===== src/lfu_cache_lru_tiebreak_assert.svh =====
// Assertion macros shared by the cache RTL.
`ifndef LFU_CACHE_LRU_TIEBREAK_ASSERT_SVH
`define LFU_CACHE_LRU_TIEBREAK_ASSERT_SVH

// Antecedent and consequent in the same cycle.
`define LFUC_ASSERT_SAME(label, clk, rst_n, ante, cons) \
    label: assert property (@(posedge clk) disable iff (!rst_n) (ante) |-> (cons)) \
        else $error("cache assertion failed in the same cycle");

// Consequent in the cycle after the antecedent.
`define LFUC_ASSERT_NEXT(label, clk, rst_n, ante, cons) \
    label: assert property (@(posedge clk) disable iff (!rst_n) (ante) |=> (cons)) \
        else $error("cache assertion failed one cycle later");

`endif


===== src/lfuc_pkg.sv =====
`timescale 1ns / 1ps

package lfuc_pkg;

    // Request codes.
    localparam logic OP_GET = 1'b0;
    localparam logic OP_PUT = 1'b1;

    // Result of one request as held in the output register.
    typedef struct packed {
        logic        hit;
        logic [31:0] read_value;
        logic        evicted;
        logic [31:0] evicted_key;
    } result_t;

endpackage


===== src/lfu_cache_lru_tiebreak.sv =====
`timescale 1ns / 1ps

// Fully associative key/value cache with least-frequently-used replacement
// and least-recently-used tie-break.
// The request channel (in_valid, in_stall, operation, key, value) carries a
// get or a put; the result channel (out_valid, out_stall, hit, read_value,
// evicted, evicted_key) returns exactly one result per request.
// A transfer happens at a rising edge where valid is high and stall is low.
// A request passes through a scan, a tail state and an update state: one
// sequencer walks the entries one per cycle through the registered read port
// of the key, data and count memories, the tail state compares the last
// entry read, the update state commits, and the result is then offered. The
// earliest result transfer and the next request transfer fall in the same cycle.
// The block takes one request at a time; in_stall is high while a request is
// in progress. The result sits in an output register, so the next request
// can be taken while an earlier result still waits for its transfer.
// If the receiver stalls, the update cycle waits until the output register
// is free, and no state changes until then.
// Reset clears all valid bits and sets the capacity register to 16; key, data
// and count memories need no clearing pass because only valid entries are
// ever examined. The user must write the capacity register through cfg_wr_en
// and cfg_wr_data while the block is idle (unenforced); zero behaves as one.
module lfu_cache_lru_tiebreak
    import lfuc_pkg::*;
#(
    parameter int ENTRIES     = 16,
    parameter int COUNT_WIDTH = 16
) (
    input  logic               clk,
    input  logic               rst_n,
    input  logic               cfg_wr_en,
    input  logic [4:0]         cfg_wr_data,
    input  logic               in_valid,
    output logic               in_stall,
    input  logic               operation,
    input  logic signed [31:0] key,
    input  logic signed [31:0] value,
    output logic               out_valid,
    input  logic               out_stall,
    output logic               hit,
    output logic signed [31:0] read_value,
    output logic               evicted,
    output logic signed [31:0] evicted_key
);

`include "lfu_cache_lru_tiebreak_assert.svh"

    localparam int IDX_W  = (ENTRIES > 1) ? $clog2(ENTRIES) : 1;
    localparam int FILL_W = $clog2(ENTRIES + 1);
    localparam int CMP_W  = (FILL_W > 5) ? FILL_W : 5;

    localparam logic [1:0] S_IDLE = 2'd0;
    localparam logic [1:0] S_SCAN = 2'd1;
    localparam logic [1:0] S_TAIL = 2'd2;
    localparam logic [1:0] S_UPD  = 2'd3;

    // Control state.
    logic [1:0]         state_reg;
    logic [1:0]         state_next;
    logic [IDX_W-1:0]   idx_reg;
    logic               pipe_vld_reg;
    logic [IDX_W-1:0]   pipe_idx_reg;
    logic               found_v_reg;
    logic               victim_v_reg;
    logic               free_v_reg;
    logic [FILL_W-1:0]  filled_reg;
    logic               out_valid_reg;
    logic [4:0]         capacity_reg;
    logic [ENTRIES-1:0] valid_reg;

    // Request and scan payload.
    logic                   op_reg;
    logic [31:0]            key_reg;
    logic [31:0]            value_reg;
    logic [IDX_W-1:0]       found_idx_reg;
    logic [31:0]            found_data_reg;
    logic [COUNT_WIDTH-1:0] found_count_reg;
    logic [IDX_W-1:0]       found_rank_reg;
    logic [IDX_W-1:0]       victim_idx_reg;
    logic [31:0]            victim_key_reg;
    logic [COUNT_WIDTH-1:0] victim_count_reg;
    logic [IDX_W-1:0]       victim_rank_reg;
    logic [IDX_W-1:0]       free_idx_reg;
    result_t                res_reg;

    // Entry storage. Ranks live in flip-flops because a use moves many of
    // them at once; everything else is a memory with one registered read.
    logic [31:0]            key_mem   [ENTRIES];
    logic [31:0]            data_mem  [ENTRIES];
    logic [COUNT_WIDTH-1:0] count_mem [ENTRIES];
    logic [IDX_W-1:0]       rank_reg  [ENTRIES];
    logic [31:0]            key_rd_reg;
    logic [31:0]            data_rd_reg;
    logic [COUNT_WIDTH-1:0] count_rd_reg;

    logic                   accept;
    logic                   commit;
    logic                   cur_valid;
    logic [IDX_W-1:0]       cur_rank;
    logic                   better;
    logic                   is_put;
    logic [4:0]             cap_z;
    logic                   need_evict;
    logic                   do_fill;
    logic                   touch;
    logic [IDX_W-1:0]       slot;
    logic [IDX_W-1:0]       tgt;
    logic                   rank_all;
    logic [IDX_W-1:0]       thr;
    logic [COUNT_WIDTH-1:0] count_wdata;
    result_t                res_next;

    assign in_stall = (state_reg != S_IDLE);
    assign accept   = in_valid && !in_stall;
    assign commit   = (state_reg == S_UPD) && (!out_valid_reg || !out_stall);

    // Compare unit for the scan: current entry against the best victim so far.
    assign cur_valid = valid_reg[pipe_idx_reg];
    assign cur_rank  = rank_reg[pipe_idx_reg];
    assign better    = !victim_v_reg || (count_rd_reg < victim_count_reg) ||
                       ((count_rd_reg == victim_count_reg) && (cur_rank > victim_rank_reg));

    // Update decision, made once the scan is complete.
    always_comb
    begin
        is_put     = (op_reg == OP_PUT);
        cap_z      = (capacity_reg == 5'd0) ? 5'd1 : capacity_reg;
        need_evict = ((CMP_W'(filled_reg) >= CMP_W'(cap_z)) || !free_v_reg) && victim_v_reg;
        do_fill    = !found_v_reg && is_put && (need_evict || free_v_reg);
        touch      = found_v_reg || do_fill;
        slot       = need_evict ? victim_idx_reg : free_idx_reg;
        tgt        = found_v_reg ? found_idx_reg : slot;
        // A fresh fill into a free entry ages every valid entry; a hit or an
        // eviction only ages the entries that were newer than the one moved.
        rank_all   = !found_v_reg && !need_evict;
        thr        = found_v_reg ? found_rank_reg : victim_rank_reg;
        if (found_v_reg)
        begin
            count_wdata = (found_count_reg == {COUNT_WIDTH{1'b1}}) ?
                          found_count_reg : found_count_reg + 1'b1;
        end
        else
        begin
            count_wdata = COUNT_WIDTH'(1);
        end
        res_next.hit         = found_v_reg;
        res_next.read_value  = (found_v_reg && !is_put) ? found_data_reg : 32'd0;
        res_next.evicted     = !found_v_reg && is_put && need_evict;
        res_next.evicted_key = res_next.evicted ? victim_key_reg : 32'd0;
    end

    always_comb
    begin
        state_next = state_reg;
        case (state_reg)
            S_IDLE:
            begin
                if (accept)
                begin
                    state_next = S_SCAN;
                end
            end
            S_SCAN:
            begin
                if (idx_reg == IDX_W'(ENTRIES - 1))
                begin
                    state_next = S_TAIL;
                end
            end
            S_TAIL:
            begin
                state_next = S_UPD;
            end
            S_UPD:
            begin
                if (commit)
                begin
                    state_next = S_IDLE;
                end
            end
            default:
            begin
                state_next = S_IDLE;
            end
        endcase
    end

    always_ff @(posedge clk or negedge rst_n)
    begin
        if (!rst_n)
        begin
            state_reg     <= S_IDLE;
            idx_reg       <= '0;
            pipe_vld_reg  <= 1'b0;
            pipe_idx_reg  <= '0;
            found_v_reg   <= 1'b0;
            victim_v_reg  <= 1'b0;
            free_v_reg    <= 1'b0;
            filled_reg    <= '0;
            out_valid_reg <= 1'b0;
            capacity_reg  <= 5'd16;
            valid_reg     <= '0;
        end
        else
        begin
            state_reg    <= state_next;
            pipe_vld_reg <= (state_reg == S_SCAN);
            pipe_idx_reg <= idx_reg;
            if (cfg_wr_en)
            begin
                capacity_reg <= cfg_wr_data;
            end
            if (accept)
            begin
                idx_reg      <= '0;
                found_v_reg  <= 1'b0;
                victim_v_reg <= 1'b0;
                free_v_reg   <= 1'b0;
                filled_reg   <= '0;
            end
            else if ((state_reg == S_SCAN) && (idx_reg != IDX_W'(ENTRIES - 1)))
            begin
                idx_reg <= idx_reg + 1'b1;
            end
            if (pipe_vld_reg)
            begin
                if (cur_valid)
                begin
                    filled_reg <= filled_reg + 1'b1;
                    if (key_rd_reg == key_reg)
                    begin
                        found_v_reg <= 1'b1;
                    end
                    victim_v_reg <= 1'b1;
                end
                else
                begin
                    free_v_reg <= 1'b1;
                end
            end
            if (commit && do_fill)
            begin
                valid_reg[slot] <= 1'b1;
            end
            if (commit)
            begin
                out_valid_reg <= 1'b1;
            end
            else if (!out_stall)
            begin
                out_valid_reg <= 1'b0;
            end
        end
    end

    // Payload captured during the scan and the result register.
    always_ff @(posedge clk)
    begin
        if (accept)
        begin
            op_reg    <= operation;
            key_reg   <= key;
            value_reg <= value;
        end
        if (pipe_vld_reg && cur_valid)
        begin
            if (key_rd_reg == key_reg && !found_v_reg)
            begin
                found_idx_reg   <= pipe_idx_reg;
                found_data_reg  <= data_rd_reg;
                found_count_reg <= count_rd_reg;
                found_rank_reg  <= cur_rank;
            end
            if (better)
            begin
                victim_idx_reg   <= pipe_idx_reg;
                victim_key_reg   <= key_rd_reg;
                victim_count_reg <= count_rd_reg;
                victim_rank_reg  <= cur_rank;
            end
        end
        if (pipe_vld_reg && !cur_valid && !free_v_reg)
        begin
            free_idx_reg <= pipe_idx_reg;
        end
        if (commit)
        begin
            res_reg <= res_next;
        end
    end

    // Recency ranks: on a committed use the used entry goes to rank zero and the aging valid entries move up.
    always_ff @(posedge clk)
    begin
        for (int i = 0; i < ENTRIES; i++)
        begin
            if (commit && touch)
            begin
                if (tgt == IDX_W'(i))
                begin
                    rank_reg[i] <= '0;
                end
                else if (valid_reg[i] && (rank_all || rank_reg[i] < thr))
                begin
                    rank_reg[i] <= rank_reg[i] + 1'b1;
                end
            end
        end
    end

    // Entry memories: one read address (the scan index), one write address.
    always_ff @(posedge clk)
    begin
        key_rd_reg   <= key_mem[idx_reg];
        data_rd_reg  <= data_mem[idx_reg];
        count_rd_reg <= count_mem[idx_reg];
        if (commit && touch)
        begin
            count_mem[tgt] <= count_wdata;
        end
        if (commit && do_fill)
        begin
            key_mem[tgt] <= key_reg;
        end
        if (commit && (do_fill || (found_v_reg && is_put)))
        begin
            data_mem[tgt] <= value_reg;
        end
    end

    assign out_valid   = out_valid_reg;
    assign hit         = res_reg.hit;
    assign read_value  = $signed(res_reg.read_value);
    assign evicted     = res_reg.evicted;
    assign evicted_key = $signed(res_reg.evicted_key);

    // An eviction only happens on a miss, and a returned value only on a hit.
    `LFUC_ASSERT_SAME(a_evict_on_miss, clk, rst_n, out_valid_reg && res_reg.evicted, !res_reg.hit)
    `LFUC_ASSERT_SAME(a_value_on_hit, clk, rst_n, out_valid_reg && (res_reg.read_value != 32'd0),
                      res_reg.hit)
    // Entries are only ever replaced, never dropped, so the fill never shrinks.
    `LFUC_ASSERT_NEXT(a_fill_keeps, clk, rst_n, 1'b1,
                      $countones(valid_reg) >= $countones($past(valid_reg)))

endmodule

===== config.mk =====
export PLATFORM = sky130hd
export DESIGN_NAME = lfu_cache_lru_tiebreak
export DESIGN_NICKNAME = d
export VERILOG_FILES = /design/src/lfuc_pkg.sv /design/src/lfu_cache_lru_tiebreak.sv
export VERILOG_INCLUDE_DIRS = /design/src /design/src/src
export SDC_FILE = /design/constraint.sdc
export NUM_CORES = 1
export LEC_CHECK = 0
export BUFFER_PORTS_ARGS = -buffer_cell sky130_fd_sc_hd__buf_2
export CAP_MARGIN = 20
export CORE_ASPECT_RATIO = 0.5
export CORE_MARGIN = 2
export CORE_UTILIZATION = 30
export CTS_CLUSTER_DIAMETER = 40
export DETAILED_ROUTE_END_ITERATION = 8
export SYNTH_ARGS = -nofsm -noshare
export SYNTH_HDL_FRONTEND = slang
export SYNTH_SLANG_ARGS = --single-unit

===== constraint.sdc =====
create_clock -name clk -period 13.1 [get_ports clk]
set_clock_uncertainty 0.15 [all_clocks]
set_input_delay 0.655 -clock clk [delete_from_list [all_inputs] [get_ports clk]]
set_output_delay 0.655 -clock clk [all_outputs]
set_load 0.03 [all_outputs]

**After elaboration in Yosys (flattened, before gate mapping)**

Memory sizes are Yosys's and may differ from the RTL's. A register that Yosys moved wholly into a read port is not among the register bits.
Index checks and enable logic that the tools add are counted.

- Memories kept: 4
- Input port bits: 75
- Memory bits (writable): 1344
- Register bits: 288
- Output and inout port bits: 68
- Logic and storage cells: 356

- Bitwise gates (word level): 17
- Mux-type cells: 165
- Add/sub/neg operators: 19
- Eq/ne operators: 27
- $lt $le $gt $ge: 22
- Reductions and logical operators: 75

Memory list:

| name | depth | width | rd ports | clocked after Yosys merged registers in | write ports | RTL line | text |
|---|---|---|---|---|---|---|---|
| data_mem | 16 | 32 | 1 | 1 | 1 | lfu_cache_lru_tiebreak.sv:89 | `logic [31:0] data_mem [ENTRIES];` |
| key_mem | 16 | 32 | 1 | 1 | 1 | lfu_cache_lru_tiebreak.sv:88 | `logic [31:0] key_mem [ENTRIES];` |
| count_mem | 16 | 16 | 1 | 1 | 1 | lfu_cache_lru_tiebreak.sv:90 | `logic [COUNT_WIDTH-1:0] count_mem [ENTRIES];` |
| rank_reg | 16 | 4 | 17 | 0 | 16 | lfu_cache_lru_tiebreak.sv:91 | `logic [IDX_W-1:0] rank_reg [ENTRIES];` |

Operators with widths:

| cell | count |
|---|---|
| 1-bit two-way mux | 132 |
| 4-bit two-way mux | 21 |
| 4-bit by 1-bit adder with 4-bit output, second input constant | 17 |
| 4-bit less-than comparator | 16 |
| 4-bit equality test, second input constant | 9 |
| 1-bit logical AND | 35 |
| 32-bit equality test | 1 |
| 16-bit two-way mux | 2 |
| 1-bit logical OR | 23 |
| 5-bit two-way mux | 4 |
| 16-bit by 1-bit adder with 16-bit output, second input constant | 1 |
| 16-bit equality test | 1 |
| 16-bit equality test, second input constant | 1 |
| 4-bit by 3-bit equality test with 1-bit output, second input constant | 4 |
| 16-bit less-than comparator | 1 |
| 1-bit bitwise OR | 16 |
| 16-bit bitwise OR | 1 |
| 4-bit by 5-bit less-than comparator with 1-bit output, second input constant | 2 |
| 1-bit logical NOT | 9 |
| 4-bit by 2-bit equality test with 1-bit output, second input constant | 2 |
| 2-bit case mux with 4 select lines | 1 |
| 2-bit two-way mux | 3 |
| 2-bit inequality test, second input constant | 3 |
| 5-bit by 1-bit adder with 5-bit output, second input constant | 1 |
| 16 further kinds | 19 |

**Longest topological paths before layout**

- Depth after elaboration: 14
- Mapped depth: 12
- Mapped depth without buffers: 9

**Least setup slack after synthesis**

OpenSTA, ideal clock, no wires.

- Path kind: input to register
- From: input port out_stall
- To: memory key_mem[3][0], enable pin
- Stages on the path: 6
- Slack: 6.313 ns
- Setup time: 0.461 ns
- Arrival: 6.176 ns
- Data required time: 12.489 ns
- Buffers on the path: 2
- Cell sequence: nand2_1 -> and2_1 -> clkbuf_1 -> o2111ai_1 -> clkbuf_1 -> nor3_1

- Word-level cells in the longest chain between the ends: 6

Ends and longest elaborated chain:

| what | RTL line | text |
|---|---|---|
| from (decl) | lfu_cache_lru_tiebreak.sv:39 | `input logic out_stall,` |
| 1-bit logical NOT | -- |  |
| 1-bit logical OR | lfu_cache_lru_tiebreak.sv:115 | `assign commit = (state_reg == S_UPD) && (!out_valid_reg \|\| !out_stall);` |
| 1-bit logical AND | lfu_cache_lru_tiebreak.sv:115 |  |
| net commit | lfu_cache_lru_tiebreak.sv:97 | `logic commit;` |
| 1-bit logical AND | lfu_cache_lru_tiebreak.sv:321 | `if (commit && do_fill)` |
| 1-bit two-way mux | lfu_cache_lru_tiebreak.sv:321 |  |
| 1-bit two-way mux (not written as such) | lfu_cache_lru_tiebreak.sv:323 | `key_mem[tgt] <= key_reg;` |
| to (decl) | lfu_cache_lru_tiebreak.sv:88 |  |

The timed path passes the listed nets, and every way through them passes these cells.

==> results_dict.tcl <==
set metrics [dict create \
    status "completed" \
    tritoncts "done" \
    fmax_mhz 216.6 \
    synth-async-reset-ratio 0.02395 \
    port_buffers 142 \
    drt-vias-per-instance 4.858 \
    fp.dieH_um 335.3 \
    crit_path_max_fanout 44 \
    endpoint_kind "flop" \
    drive_above_1_share 0.2946 \
    routed_wl_um 145600 \
    setup_tns_ns 0 \
    pwr-share-clk 0.337 \
    dp_hpwl_um 85720 \
    final_util 0.3569 \
    cts-resized-gates 0 \
    avgRoutedWirePerCell_um 22.52 \
    synth-edff-count 1591 \
    rsz0062_at_grt "no" \
    num-fill-cells 19730 \
    layout_commonest_cell "edfxtp_1" \
    finalCritPeriodShare 0.3524 \
    root_buffer "clkbuf_16" \
    ys_ff_latch 1712 \
    first_global_vias 32590 \
    cts_max_path_buffers 3 \
    period_needed_ns 4.616 \
    area_growth_pct 18.04 \
    required_ns 13.63 \
    drt-pass1-iter-count 5 \
    power_density_nw_per_um2 198.3 \
    setup_viol 0 \
    finalPower_mw 15.42 \
    yosysSeqAreaShare 0.7652 \
    power.switching_mw 4.310 \
    rows 121 \
    peakVddDrop_uv 177.2 \
    holdCritPathClass "primary input to flop" \
    crit_chain "buf_4 > buf_4 > buf_4 > mux4_2 > mux4_2" \
    initial_utilization 0.3023 \
    intPower_mw 11.11 \
    wl_met3_um 7626 \
    syn_area_um2 65870 \
    die-area_um2 223500 \
    whs_ns 0.06087 \
    pin_count 143 \
    max-cap-violations 0 \
    cts.sinks 1712 \
    slowest_stage "dfrtp_4" \
    path_clk_slew_ns 0.06 \
    slew_headroom 0.2302 \
    critical_path_class "flop to flop" \
    highest_layer "met4" \
    synthFlopType "edfxtp_1" \
    synthCells 3051 \
    nets 3585 \
    startpoint_type "flop" \
    crit_top_cell "buf_4" \
    p_sw_frac 0.2795 \
    numCtsBuffers 184 \
    synth_cell_type_count 61 \
    met2_length_um 72450 \
    vias 31410 \
    core_area_um2 217900 \
    arrival_ns 5.15 \
    grt_pass1_wl_um 216300 \
    antenna_found_initial 4 \
    synth_warnings 0 \
    drc 0 \
    drtIter0Drc 3042 \
    combPwrFrac 0.203 \
    grt_max_degree 132 \
    largestRegisters "data_mem: 512 flops, key_mem: 512 flops, count_mem: 256 flops" \
    grt-ovfl-total 0 \
    mostFrequentLayoutCells "edfxtp_1 (1,591), mux4_2 (424), clkbuf_16 (187), buf_2 (142), ha_1 (97)" \
    place.gp.congestion 0.8040 \
    power_frac_seq 0.460 \
    insertion_delay_ns 0.80 \
    syn-num-nets 3223 \
    slowest_delay_ns 0.91 \
    track_usage 0.1292 \
    htree_levels 4 \
    tightest_slew_ns 1.155 \
    synth_area_per_cell_um2 21.59 \
    slew_violations 0 \
    die_w_um 666.7 \
    p_leak_nw 24.75 \
    wl_met1_um 62670 \
    finalHoldViolations 0 \
    drtAntennaViolNets 0 \
]
power by group through the flow:
stage	sequential (mW)	clock, mW	combinational (mW)
detailed placement	7.22	0	3.16
CTS	7.11	5.31	3.19
floorplan	7.05	0	2.23
global route	7.15	5.53	3.38
global placement	7.20	0	3.11
finish	7.09	5.19	3.14
cells by family (layout without fill, tap and decap cells):
group                      count (synthesis)  count (layout)  share of synthesized area
adders and majority gates                 97              97                    0.01843
DFF                                     1712            1712                     0.7652
other                                      0               1                          0
xor gates and xnor gates                  76              76                    0.01011
muxes                                    437             437                     0.1470
buffers and inverters                    186             709                    0.01163
AOI/OAI and AO/OA                        186             186                    0.01780
and+or+nand+nor                          357             357                    0.02980
routing by layer:
layer  vias up  track usage
met5         -            0
met4         0      0.03593
met3       200      0.02026
met2       888       0.2174
met1     16860       0.1739
li1      13460            -
metrics by stage:
step	instance area [um^2]	setup WS [ns]	instances
floorplan	65870	6.313	3051
global placement	70700	8.371	6037
detailed placement	70750	8.300	6040
CTS	77700	8.288	6462
global route	77750	8.023	6464
finish	77750	8.484	6465
critical path, delay by kind of cell (launching register included):
kind / cells / cell delay (ns)
buffers and inverters: 3 / 2.22
DFF: 1 / 0.91
muxes: 2 / 1.07
cell usage after synthesis (3+ instances only):
| cell type | number | area, um^2 |
|---|---|---|
| a211oi_1 | 6 | 45.04 |
| a211oi_2 | 3 | 37.54 |
| a21o_1 | 10 | 75.07 |
| a21oi_1 | 41 | 205.2 |
| a31oi_1 | 11 | 68.82 |
| and2_1 | 43 | 269.0 |
| and3_1 | 39 | 244.0 |
| and4_1 | 4 | 35.03 |
| buf_1 | 28 | 105.1 |
| buf_2 | 24 | 120.1 |
| buf_6 | 4 | 45.04 |
| clkbuf_1 | 84 | 315.3 |
| dfrtp_1 | 40 | 1001 |
| dfxtp_1 | 80 | 1602 |
| edfxtp_1 | 1591 | 47780 |
| ha_1 | 97 | 1214 |
| inv_1 | 43 | 161.4 |
| mux2i_1 | 11 | 110.1 |
| mux4_2 | 424 | 9549 |
| nand2_1 | 26 | 97.59 |
| nand2b_1 | 3 | 18.77 |
| nand3_1 | 27 | 135.1 |
| nand3b_1 | 3 | 22.52 |
| nand4_1 | 11 | 68.82 |
| nor2_1 | 58 | 217.7 |
| nor2b_1 | 6 | 37.54 |
| nor3_1 | 82 | 410.4 |
| nor3_2 | 4 | 40.04 |
| nor3b_1 | 19 | 142.6 |
| nor4_1 | 24 | 150.1 |
| o21a_1 | 3 | 22.52 |
| o21ai_0 | 61 | 305.3 |
| o21ai_1 | 10 | 50.05 |
| o21bai_1 | 6 | 45.04 |
| o31ai_1 | 17 | 127.6 |
| or2_2 | 4 | 25.02 |
| xnor2_1 | 19 | 166.4 |
| xor2_1 | 57 | 499.2 |
layout make-up:
cell class | instances | area [um^2] | area share
tap | 2890 | 3616 | 0.04651
timing repair buffer | 318 | 2295 | 0.02951
multi-input combinational | 1153 | 15050 | 0.1935
clock buffer | 232 | 4989 | 0.06416
clock inverter | 115 | 1212 | 0.01559
antenna | 1 | 2.502 | 0.00003219
inverter | 44 | 167.7 | 0.002156
sequential | 1712 | 50420 | 0.6485
what timing repair did:
action / 4_1_cts / 5_1_grt
hold buffers: 75 / 0
buffers inserted: 0 / 0
hold endpoints to repair: 111 / 0
endpoints found under the setup margin: 0 / 0
path summary, 6_finish.rpt:
| kind | slack [ns] | start | cells past startpoint | endpoint |
|---|---|---|---|---|
| max in group asynchronous | 11.98 | rst_n | 3 | idx_reg[1]$_DFFE_PN0P_ |
| max reg2reg | 8.48 | idx_reg[0]$_DFFE_PN0P_ | 5 | count_rd_reg[5]$_DFF_P_ |
| min reg2reg | 0.25 | data_rd_reg[10]$_DFF_P_ | 0 | found_data_reg[10]$_DFFE_PP_ |
| max | 8.48 | idx_reg[0]$_DFFE_PN0P_ | 5 | count_rd_reg[5]$_DFF_P_ |
| min in group asynchronous | 0.36 | rst_n | 3 | capacity_reg[3]$_DFFE_PN0P_ |
| min | 0.06 | cfg_wr_en | 2 | capacity_reg[1]$_DFFE_PN0P_ |
(Power assumes the default switching activity.)
